**config.mk**
```make
export PLATFORM = sky130hd
export DESIGN_NAME = top_k_score_table
export DESIGN_NICKNAME = d
export VERILOG_FILES = /design/src/sv/tkst_pkg.sv /design/src/sv/tkst_cell.sv /design/src/sv/top_k_score_table.sv
export SDC_FILE = /design/constraint.sdc
export NUM_CORES = 2
export LEC_CHECK = 0
export ABC_AREA = 1
export CORE_AREA = 2 2 192 383
export DETAILED_ROUTE_END_ITERATION = 8
export DIE_AREA = 0 0 194 385
export DONT_BUFFER_PORTS = 1
export GPL_TIMING_DRIVEN = 0
export PLACE_DENSITY = 0.91
export SKIP_LAST_GASP = 1
export SLEW_MARGIN = 20
export SYNTH_ARGS = -nofsm -noshare
export SYNTH_HDL_FRONTEND = slang
export SYNTH_SLANG_ARGS = --single-unit
```
**constraint.sdc**
```tcl
create_clock -name aclk -period 7.5 [get_ports aclk]
set_input_delay 0.75 -clock aclk [delete_from_list [all_inputs] [get_ports aclk]]
set_output_delay 0.75 -clock aclk [all_outputs]
set_load 0.05 [all_outputs]
```
**src/sv/tkst_pkg.sv**
```systemverilog
// ----------------------------------------------------------------------------
// tkst_pkg: shared types and constants for the top-k score table
// Entry layout, cell control group, request codes, register map and reset
// values of the configuration registers.
// ----------------------------------------------------------------------------
`timescale 1ns / 1ps
`default_nettype none

package tkst_pkg;

    // Table geometry
    localparam int TABLE_ENTRIES_DEF = 10;
    localparam int LIST_MAX          = 10;
    localparam int RANK_W            = 4;
    localparam int SCORE_W           = 32;
    localparam int TAG_W             = 32;
    localparam int LEN_W             = 8;
    localparam int MODE_W            = 2;
    localparam int CFG_IDX_W         = 2;
    localparam int CFG_DATA_W        = 32;

    // Request codes
    localparam logic [MODE_W-1:0] MODE_INSERT  = 2'd0;
    localparam logic [MODE_W-1:0] MODE_QUERY   = 2'd1;
    localparam logic [MODE_W-1:0] MODE_PRELOAD = 2'd2;

    // Register map
    localparam logic [CFG_IDX_W-1:0] REG_SCORE_FLOOR   = 2'd0;
    localparam logic [CFG_IDX_W-1:0] REG_SCORE_CEILING = 2'd1;
    localparam logic [CFG_IDX_W-1:0] REG_NAME_LIMIT    = 2'd2;

    // Register reset values
    localparam logic [SCORE_W-1:0] SCORE_FLOOR_RST   = 32'd100;
    localparam logic [SCORE_W-1:0] SCORE_CEILING_RST = 32'd200000;
    localparam logic [LEN_W-1:0]   NAME_LIMIT_RST    = 8'd20;

    // One table entry as it travels along the chain
    typedef struct packed {
        logic               valid;
        logic [SCORE_W-1:0] score;
        logic [TAG_W-1:0]   tag;
    } entry_t;

    // Per-cycle command broadcast to every cell
    typedef struct packed {
        logic insert;   // place the offered entry in sorted order
        logic rotate;   // move every entry one cell toward the head
    } cell_op_t;

endpackage

`default_nettype wire

```
**src/sv/tkst_cell.sv**
```systemverilog
// ----------------------------------------------------------------------------
// tkst_cell: one slot of the sorted chain
// Holds a single entry. On insert it keeps its entry, takes the offered one
// or takes its upper neighbor's; on rotate it takes its lower neighbor's.
// ----------------------------------------------------------------------------
`timescale 1ns / 1ps
`default_nettype none

module tkst_cell (
    input  wire                    aclk,
    input  wire                    aresetn,
    input  wire tkst_pkg::cell_op_t op,
    input  wire tkst_pkg::entry_t  new_entry,
    input  wire tkst_pkg::entry_t  prev_entry,
    input  wire tkst_pkg::entry_t  next_entry,
    input  wire                    prev_keep,
    output tkst_pkg::entry_t       entry,
    output logic                   keep
);
    import tkst_pkg::*;

    logic               valid_reg;
    logic               valid_next;
    logic [SCORE_W-1:0] score_reg;
    logic [SCORE_W-1:0] score_next;
    logic [TAG_W-1:0]   tag_reg;
    logic [TAG_W-1:0]   tag_next;

    // Stay in place when holding a score at least as high (ties keep order)
    assign keep = valid_reg && ($signed(score_reg) >= $signed(new_entry.score));

    assign entry.valid = valid_reg;
    assign entry.score = score_reg;
    assign entry.tag   = tag_reg;

    // Select the next content of the slot
    always_comb begin
        valid_next = valid_reg;
        score_next = score_reg;
        tag_next   = tag_reg;
        if (op.insert && !keep) begin
            if (prev_keep) begin
                valid_next = new_entry.valid;
                score_next = new_entry.score;
                tag_next   = new_entry.tag;
            end else begin
                valid_next = prev_entry.valid;
                score_next = prev_entry.score;
                tag_next   = prev_entry.tag;
            end
        end else if (op.rotate) begin
            valid_next = next_entry.valid;
            score_next = next_entry.score;
            tag_next   = next_entry.tag;
        end
    end

    // Occupancy flag
    always_ff @(posedge aclk) begin
        if (!aresetn) begin
            valid_reg <= 1'b0;
        end else begin
            valid_reg <= valid_next;
        end
    end

    // Payload
    always_ff @(posedge aclk) begin
        score_reg <= score_next;
        tag_reg   <= tag_next;
    end

endmodule

`default_nettype wire

```
**src/sv/top_k_score_table.sv**
```systemverilog
// ----------------------------------------------------------------------------
// top_k_score_table: sorted table of the best scores with player tags
// Insert and query: the request is accepted (and the entry placed), then the
// chain rotates once per cycle (in listing only while m_ready is high) through
// a full turn; the first min(count, 10) rotations each carry a result (one for
// an empty table), first result in the cycle after acceptance. Preload and
// unused codes finish on acceptance.
// Reset (aresetn low, synchronous) empties the table and restores registers.
// ----------------------------------------------------------------------------
`timescale 1ns / 1ps
`default_nettype none

module top_k_score_table #(
    parameter int TABLE_ENTRIES = tkst_pkg::TABLE_ENTRIES_DEF
) (
    input  wire                              aclk,
    input  wire                              aresetn,
    // configuration writes
    input  wire                              cfg_valid,
    output logic                             cfg_ready,
    input  wire  [tkst_pkg::CFG_IDX_W-1:0]   cfg_index,
    input  wire  [tkst_pkg::CFG_DATA_W-1:0]  cfg_data,
    // requests
    input  wire                              s_valid,
    output logic                             s_ready,
    input  wire  [tkst_pkg::MODE_W-1:0]      s_mode,
    input  wire  signed [tkst_pkg::SCORE_W-1:0] s_player_score,
    input  wire  [tkst_pkg::TAG_W-1:0]       s_player_tag,
    input  wire  [tkst_pkg::LEN_W-1:0]       s_name_length,
    // listing results
    output logic                             m_valid,
    input  wire                              m_ready,
    output logic [tkst_pkg::RANK_W-1:0]      m_rank,
    output logic signed [tkst_pkg::SCORE_W-1:0] m_entry_score,
    output logic [tkst_pkg::TAG_W-1:0]       m_entry_tag,
    output logic                             m_entry_valid,
    output logic                             m_accepted,
    output logic                             m_last
);
    import tkst_pkg::*;

    localparam int CNT_W      = $clog2(TABLE_ENTRIES + 1);
    localparam int LIST_N_MAX = (TABLE_ENTRIES < LIST_MAX) ? TABLE_ENTRIES : LIST_MAX;

    localparam logic [1:0] ST_IDLE  = 2'd0;
    localparam logic [1:0] ST_LIST  = 2'd1;
    localparam logic [1:0] ST_SWEEP = 2'd2;

    logic [1:0]         state_reg;
    logic [1:0]         state_next;
    logic [CNT_W-1:0]   step_reg;
    logic [CNT_W-1:0]   step_next;
    logic [CNT_W-1:0]   filled_reg;
    logic [CNT_W-1:0]   filled_next;
    logic               acc_reg;
    logic               acc_next;
    logic [SCORE_W-1:0] floor_reg;
    logic [SCORE_W-1:0] ceiling_reg;
    logic [LEN_W-1:0]   limit_reg;

    logic               s_fire;
    logic               m_fire;
    logic               room;
    logic               beats;
    logic               pass;
    logic [CNT_W-1:0]   list_n;
    logic               step_end;
    cell_op_t           op;
    entry_t             offer;
    entry_t             cell_entry [TABLE_ENTRIES];
    logic               cell_keep  [TABLE_ENTRIES];

    assign cfg_ready = 1'b1;
    assign s_ready   = (state_reg == ST_IDLE);
    assign s_fire    = s_valid && s_ready;
    assign m_valid   = (state_reg == ST_LIST);
    assign m_fire    = m_valid && m_ready;

    // Configuration registers
    always_ff @(posedge aclk) begin
        if (!aresetn) begin
            floor_reg   <= SCORE_FLOOR_RST;
            ceiling_reg <= SCORE_CEILING_RST;
            limit_reg   <= NAME_LIMIT_RST;
        end else if (cfg_valid && cfg_ready) begin
            case (cfg_index)
                REG_SCORE_FLOOR:   floor_reg   <= cfg_data;
                REG_SCORE_CEILING: ceiling_reg <= cfg_data;
                REG_NAME_LIMIT:    limit_reg   <= cfg_data[LEN_W-1:0];
                default:           ;
            endcase
        end
    end

    // Admission checks for a checked insert
    assign room  = (filled_reg < CNT_W'(TABLE_ENTRIES));
    assign beats = room ||
                   ($signed(cell_entry[TABLE_ENTRIES-1].score) <= s_player_score);
    assign pass  = beats && (s_player_score > $signed(floor_reg)) &&
                   (s_player_score < $signed(ceiling_reg)) &&
                   (s_name_length < limit_reg);

    assign offer.valid = 1'b1;
    assign offer.score = s_player_score;
    assign offer.tag   = s_player_tag;

    // Broadcast the chain command
    always_comb begin
        op.insert = s_fire && (((s_mode == MODE_INSERT) && pass) ||
                               (s_mode == MODE_PRELOAD));
        op.rotate = m_fire || (state_reg == ST_SWEEP);
    end

    // Build the chain; the tail wraps to the head for rotation
    for (genvar i = 0; i < TABLE_ENTRIES; i++) begin : g_cell
        entry_t prev_e;
        logic   prev_k;
        if (i == 0) begin : g_head
            assign prev_e = '0;
            assign prev_k = 1'b1;
        end else begin : g_body
            assign prev_e = cell_entry[i-1];
            assign prev_k = cell_keep[i-1];
        end
        tkst_cell u_cell (
            .aclk       (aclk),
            .aresetn    (aresetn),
            .op         (op),
            .new_entry  (offer),
            .prev_entry (prev_e),
            .next_entry (cell_entry[(i + 1) % TABLE_ENTRIES]),
            .prev_keep  (prev_k),
            .entry      (cell_entry[i]),
            .keep       (cell_keep[i])
        );
    end

    // Listing length: one result for an empty table
    always_comb begin
        if (filled_reg == '0) begin
            list_n = CNT_W'(1);
        end else if (filled_reg > CNT_W'(LIST_N_MAX)) begin
            list_n = CNT_W'(LIST_N_MAX);
        end else begin
            list_n = filled_reg;
        end
    end

    assign step_end = (step_reg == CNT_W'(TABLE_ENTRIES - 1));

    // Sequencer: accept, list from the head, finish the full rotation
    always_comb begin
        state_next  = state_reg;
        step_next   = step_reg;
        acc_next    = acc_reg;
        filled_next = filled_reg;
        if (op.insert && room) begin
            filled_next = filled_reg + CNT_W'(1);
        end
        case (state_reg)
            ST_IDLE: begin
                step_next = '0;
                if (s_fire && (s_mode == MODE_INSERT)) begin
                    acc_next   = pass;
                    state_next = ST_LIST;
                end else if (s_fire && (s_mode == MODE_QUERY)) begin
                    acc_next   = 1'b0;
                    state_next = ST_LIST;
                end
            end
            ST_LIST: begin
                if (m_fire) begin
                    step_next = step_reg + CNT_W'(1);
                    if (m_last) begin
                        if (step_end) begin
                            step_next  = '0;
                            state_next = ST_IDLE;
                        end else begin
                            state_next = ST_SWEEP;
                        end
                    end
                end
            end
            ST_SWEEP: begin
                step_next = step_reg + CNT_W'(1);
                if (step_end) begin
                    step_next  = '0;
                    state_next = ST_IDLE;
                end
            end
            default: begin
                step_next  = '0;
                state_next = ST_IDLE;
            end
        endcase
    end

    always_ff @(posedge aclk) begin
        if (!aresetn) begin
            state_reg  <= ST_IDLE;
            step_reg   <= '0;
            filled_reg <= '0;
            acc_reg    <= 1'b0;
        end else begin
            state_reg  <= state_next;
            step_reg   <= step_next;
            filled_reg <= filled_next;
            acc_reg    <= acc_next;
        end
    end

    // Result fields come straight from the head cell
    assign m_entry_valid = (filled_reg != '0);
    assign m_entry_score = m_entry_valid ? cell_entry[0].score : '0;
    assign m_entry_tag   = m_entry_valid ? cell_entry[0].tag : '0;
    assign m_rank        = RANK_W'(step_reg);
    assign m_accepted    = acc_reg;
    assign m_last        = (step_reg == list_n - CNT_W'(1));

`ifndef SYNTH
    a_ready_no_result: assert property (@(posedge aclk) disable iff (!aresetn)
        s_ready |-> !m_valid)
        else $error("request taken while a listing is pending");

    a_count_bound: assert property (@(posedge aclk) disable iff (!aresetn)
        filled_reg <= CNT_W'(TABLE_ENTRIES))
        else $error("entry count beyond table size");

    a_last_ends: assert property (@(posedge aclk) disable iff (!aresetn)
        (m_fire && m_last) |=> !m_valid)
        else $error("result issued after the final result of a listing");

    a_empty_single: assert property (@(posedge aclk) disable iff (!aresetn)
        (m_valid && !m_entry_valid) |-> (m_last && (m_rank == '0)))
        else $error("empty table listing is not a single rank zero result");
`endif

endmodule

`default_nettype wire

```
==> reports/metrics.yaml <==
result_of_the_run: "complete, no violations"
slew-limit-headroom_pct: 18.6
dpl.hpwl_um: 131000
design_area_mm2: 0.0500
dp_worst_setup_slack_ps: 1000
cts_setup_buffers: 0
max_freq_ghz: 0.155
number_of_instances_in_the_synthesized_netlist: 5754
grt_antenna_before_repair: 24
ratio_of_cells_with_drive_above_1_in_the_final_layout_pct: 6.83
boundary_pin_count: 187
ant_nets: 0
nNetsFinal: 6348
die_area_mm2: 0.0747
critical_path.startpoint_type: "input port"
cellInternalPower_mw: 11.3
multi_input_comb_area_mm2: 0.0225
hold-worst-slack_ps: 195
synth_mux_area_share_pct: 0
final_common_cell: "sky130_fd_sc_hd__nand2_1"
ctsLongestPathBuffers: 3
worst_slew_pin_slew_ps: 1210
critPathKind: "input port to register"
setup_ws_final_ps: 1030
clk-insertion-delay-late_ps: 700
synth.ff_latch_count: 733
detailedRoute.firstPassIterationCount: 9
vdd.ir_drop.worst_mv: 0.385
cts_inserted_buffers: 70
floorplan.initialDensity_pct: 64.6
count_of_fill_cells_added_during_filler_insertion: 5676
synth_largest_area_cell: "sky130_fd_sc_hd__edfxtp_1"
syn_area_per_cell_um2: 8.04
arrival_ps: 6840
yosysWarningCount: 0
synth_top_family_by_area: "simple AND/OR/NAND/NOR gates"
layout_skew_ps: 28.9
powerDensity_mw_per_mm2: 398
wirelength_um: 179000
groute.usage.overall_pct: 47.2
syn-cell-area_mm2: 0.0463
cts_hold_bufs: 0
switching_share_pct: 43.4
comb_power_share_pct: 40.8
floorplan.die.height_um: 385
placedInstanceArea_mm2: 0.0477
root_buffer: "sky130_fd_sc_hd__clkbuf_16"
synthesis.nets: 6266
clkPwrFrac_pct: 18.5
first_pass_grt_wire_length_um: 261000
mostFrequentLayoutCells: "sky130_fd_sc_hd__nand2_1, sky130_fd_sc_hd__o21ai_0, sky130_fd_sc_hd__edfxtp_1, sky130_fd_sc_hd__ha_1, sky130_fd_sc_hd__inv_1"
cts_max_level: 3
wire_per_inst_um: 26.2
finalWeightedCongestion: 1.05
synthAdderAreaFrac_pct: 10.8
largest_net_degree_at_the_start_of_global_routing: 51
register_area_mm2: 0.0211
area.growth.synth_to_final_pct: 8.12
cts_num_sinks: 733
max-cap-violations: 0
synth_top_area_share_pct: 41.5
yosys-top-cells-area: "sky130_fd_sc_hd__edfxtp_1, sky130_fd_sc_hd__nand2_1, sky130_fd_sc_hd__ha_1"
synthSimpleGateAreaFrac_pct: 23.3
max_slew_violation_count: 0
final_setup_violation_count: 0
critical_path_required_ps: 7870
p_sw_mw: 8.64
post_synth_xor_area_fraction_pct: 0.151
instances_no_fill: 6825
clock_transition_at_the_register_clock_pins_on_the_worst_setup_and_hold_paths_after_cts_ps: 60
ys_seq_area_share_pct: 45.6
final_min_period_over_clock_period_pct: 86.2
share_seq_of_total_power_pct: 40.7
hold_viol: 0
coreArea_mm2: 0.0717
dr_total_vias: 44600
dpl.cell_count: 6680
count_of_cells_resized_by_post_cts_repair: 0
floorplan.rows: 139
buffer_ports.inserted: 0
fin_crit_period_ps: 6470
synth_compound_gate_area_share_pct: 14.1
grt_setup_unrepaired: "false"
crit_fanout: 41
route.detailed.vias_per_inst: 6.53
endpoint_kind: "register"
power.static_leakage_nw: 22.8
die_width_um: 194
drc: 0
number_of_global_route_vias_before_repair: 44100
cts_tree: "done"
drt_first_iter_violations: 5502
min_path_type: "input port to register"
overflow: 0
yosys.cell_types.count: 46
totalNegativeSetupSlack_ps: 0
[layer usage]
| layer | track usage [%] | part of all wire, % | wire (µm) | vias up |
|---|---|---|---|---|
| li1 | - | - | - | 19500 |
| met1 | 44.6 | 29 | 51900 | 20400 |
| met2 | 76.7 | 46 | 81800 | 3440 |
| met3 | 15.5 | 12 | 21200 | 1219 |
| met4 | 51.5 | 13 | 23800 | 14 |
| met5 | 0 | 0.054 | 96 | - |
[through the flow]
stage / utilization, % / total power [mW]
after CTS: 69.7 / 19.3
after floorplan: - / 12.8
after detailed placement: 66.6 / 15.7
final: 69.8 / 19.9
after global routing: 69.7 / 20.7
after global placement: 66.2 / 15.3
[cells in the mapped netlist (all sizes together)]
library cell and count:
a211oi 1, a21boi 2, a21o 5, a21oi 263
a221oi 1, a31oi 6, and2 1, and3 1
buf 180, clkbuf 122, clkinv 31, conb 1
dfxtp 93, edfxtp 640, ha 399, inv 289
nand2 2436, nand3 73, nand3b 11, nand4 45
nor2 157, nor3 27, nor3b 2, nor4 5
o211ai 20, o21a 13, o21ai 911, o21ba 4
o21bai 6, or3 1, xnor2 1, xor2 7
[worst max-delay path: stages]
cell and delay, ps:
sky130_fd_sc_hd__clkinv_1 570, sky130_fd_sc_hd__ha_1 620, sky130_fd_sc_hd__nand4_1 610, sky130_fd_sc_hd__nor3_1 1090, sky130_fd_sc_hd__nand2_1 390, sky130_fd_sc_hd__nand3_1 220
sky130_fd_sc_hd__nand2_1 100, sky130_fd_sc_hd__nand3b_1 110, sky130_fd_sc_hd__nand3_1 130, sky130_fd_sc_hd__nand2_1 710, sky130_fd_sc_hd__inv_2 140, sky130_fd_sc_hd__nor2_4 170
sky130_fd_sc_hd__inv_2 70, sky130_fd_sc_hd__buf_6 190, sky130_fd_sc_hd__buf_6 190, sky130_fd_sc_hd__nand2_4 360, sky130_fd_sc_hd__buf_16 320
[cell type report]
cell class                      count  share of cell area, %
Timing Repair Buffer               10                  0.460
Antenna cell                       20                  0.100
Clock buffer                       99                   3.95
Buffer                            302                   3.18
Inverter                          320                   2.40
Sequential cell                   733                   42.2
Clock inverter                     26                  0.453
Tap cell                          916                   2.29
Multi-Input combinational cell   4399                   45.0
[final timing paths]
| check | start | to | slack (ps) | depth (start not counted) |
|---|---|---|---|---|
| max | s_player_score[15] | g_cell[0].u_cell.tag_reg[4] | 1030 | 17 |
| min | cfg_data[5] | floor_reg[5] | 190 | 2 |
| max reg2reg | g_cell[0].u_cell.score_reg[13] | g_cell[0].u_cell.tag_reg[4] | 1530 | 16 |
| min reg2reg | limit_reg[0] | limit_reg[0] | 450 | 2 |
[logic make-up (layout without fill, tap and decap cells)]
group | Yosys count | after routing
simple gates | 2759 | 2759
compound gates | 1232 | 1232
flops | 733 | 733
buf+inv | 622 | 757
fa+ha+maj | 399 | 399
xor+xnor | 8 | 8
other cells | 1 | 21
[power by group through the flow]
stage / Sequential, mW / Combinational (mW) / Clock (mW)
floorplan: 7.68 / 5.16 / 0
global placement: 8.27 / 7.03 / 0
finish: 8.11 / 8.12 / 3.67
detailed placement: 8.07 / 7.62 / 0
CTS: 8.01 / 7.69 / 3.59
global route: 8.17 / 8.76 / 3.73
Note: power is estimated with default switching activity, not from simulation.
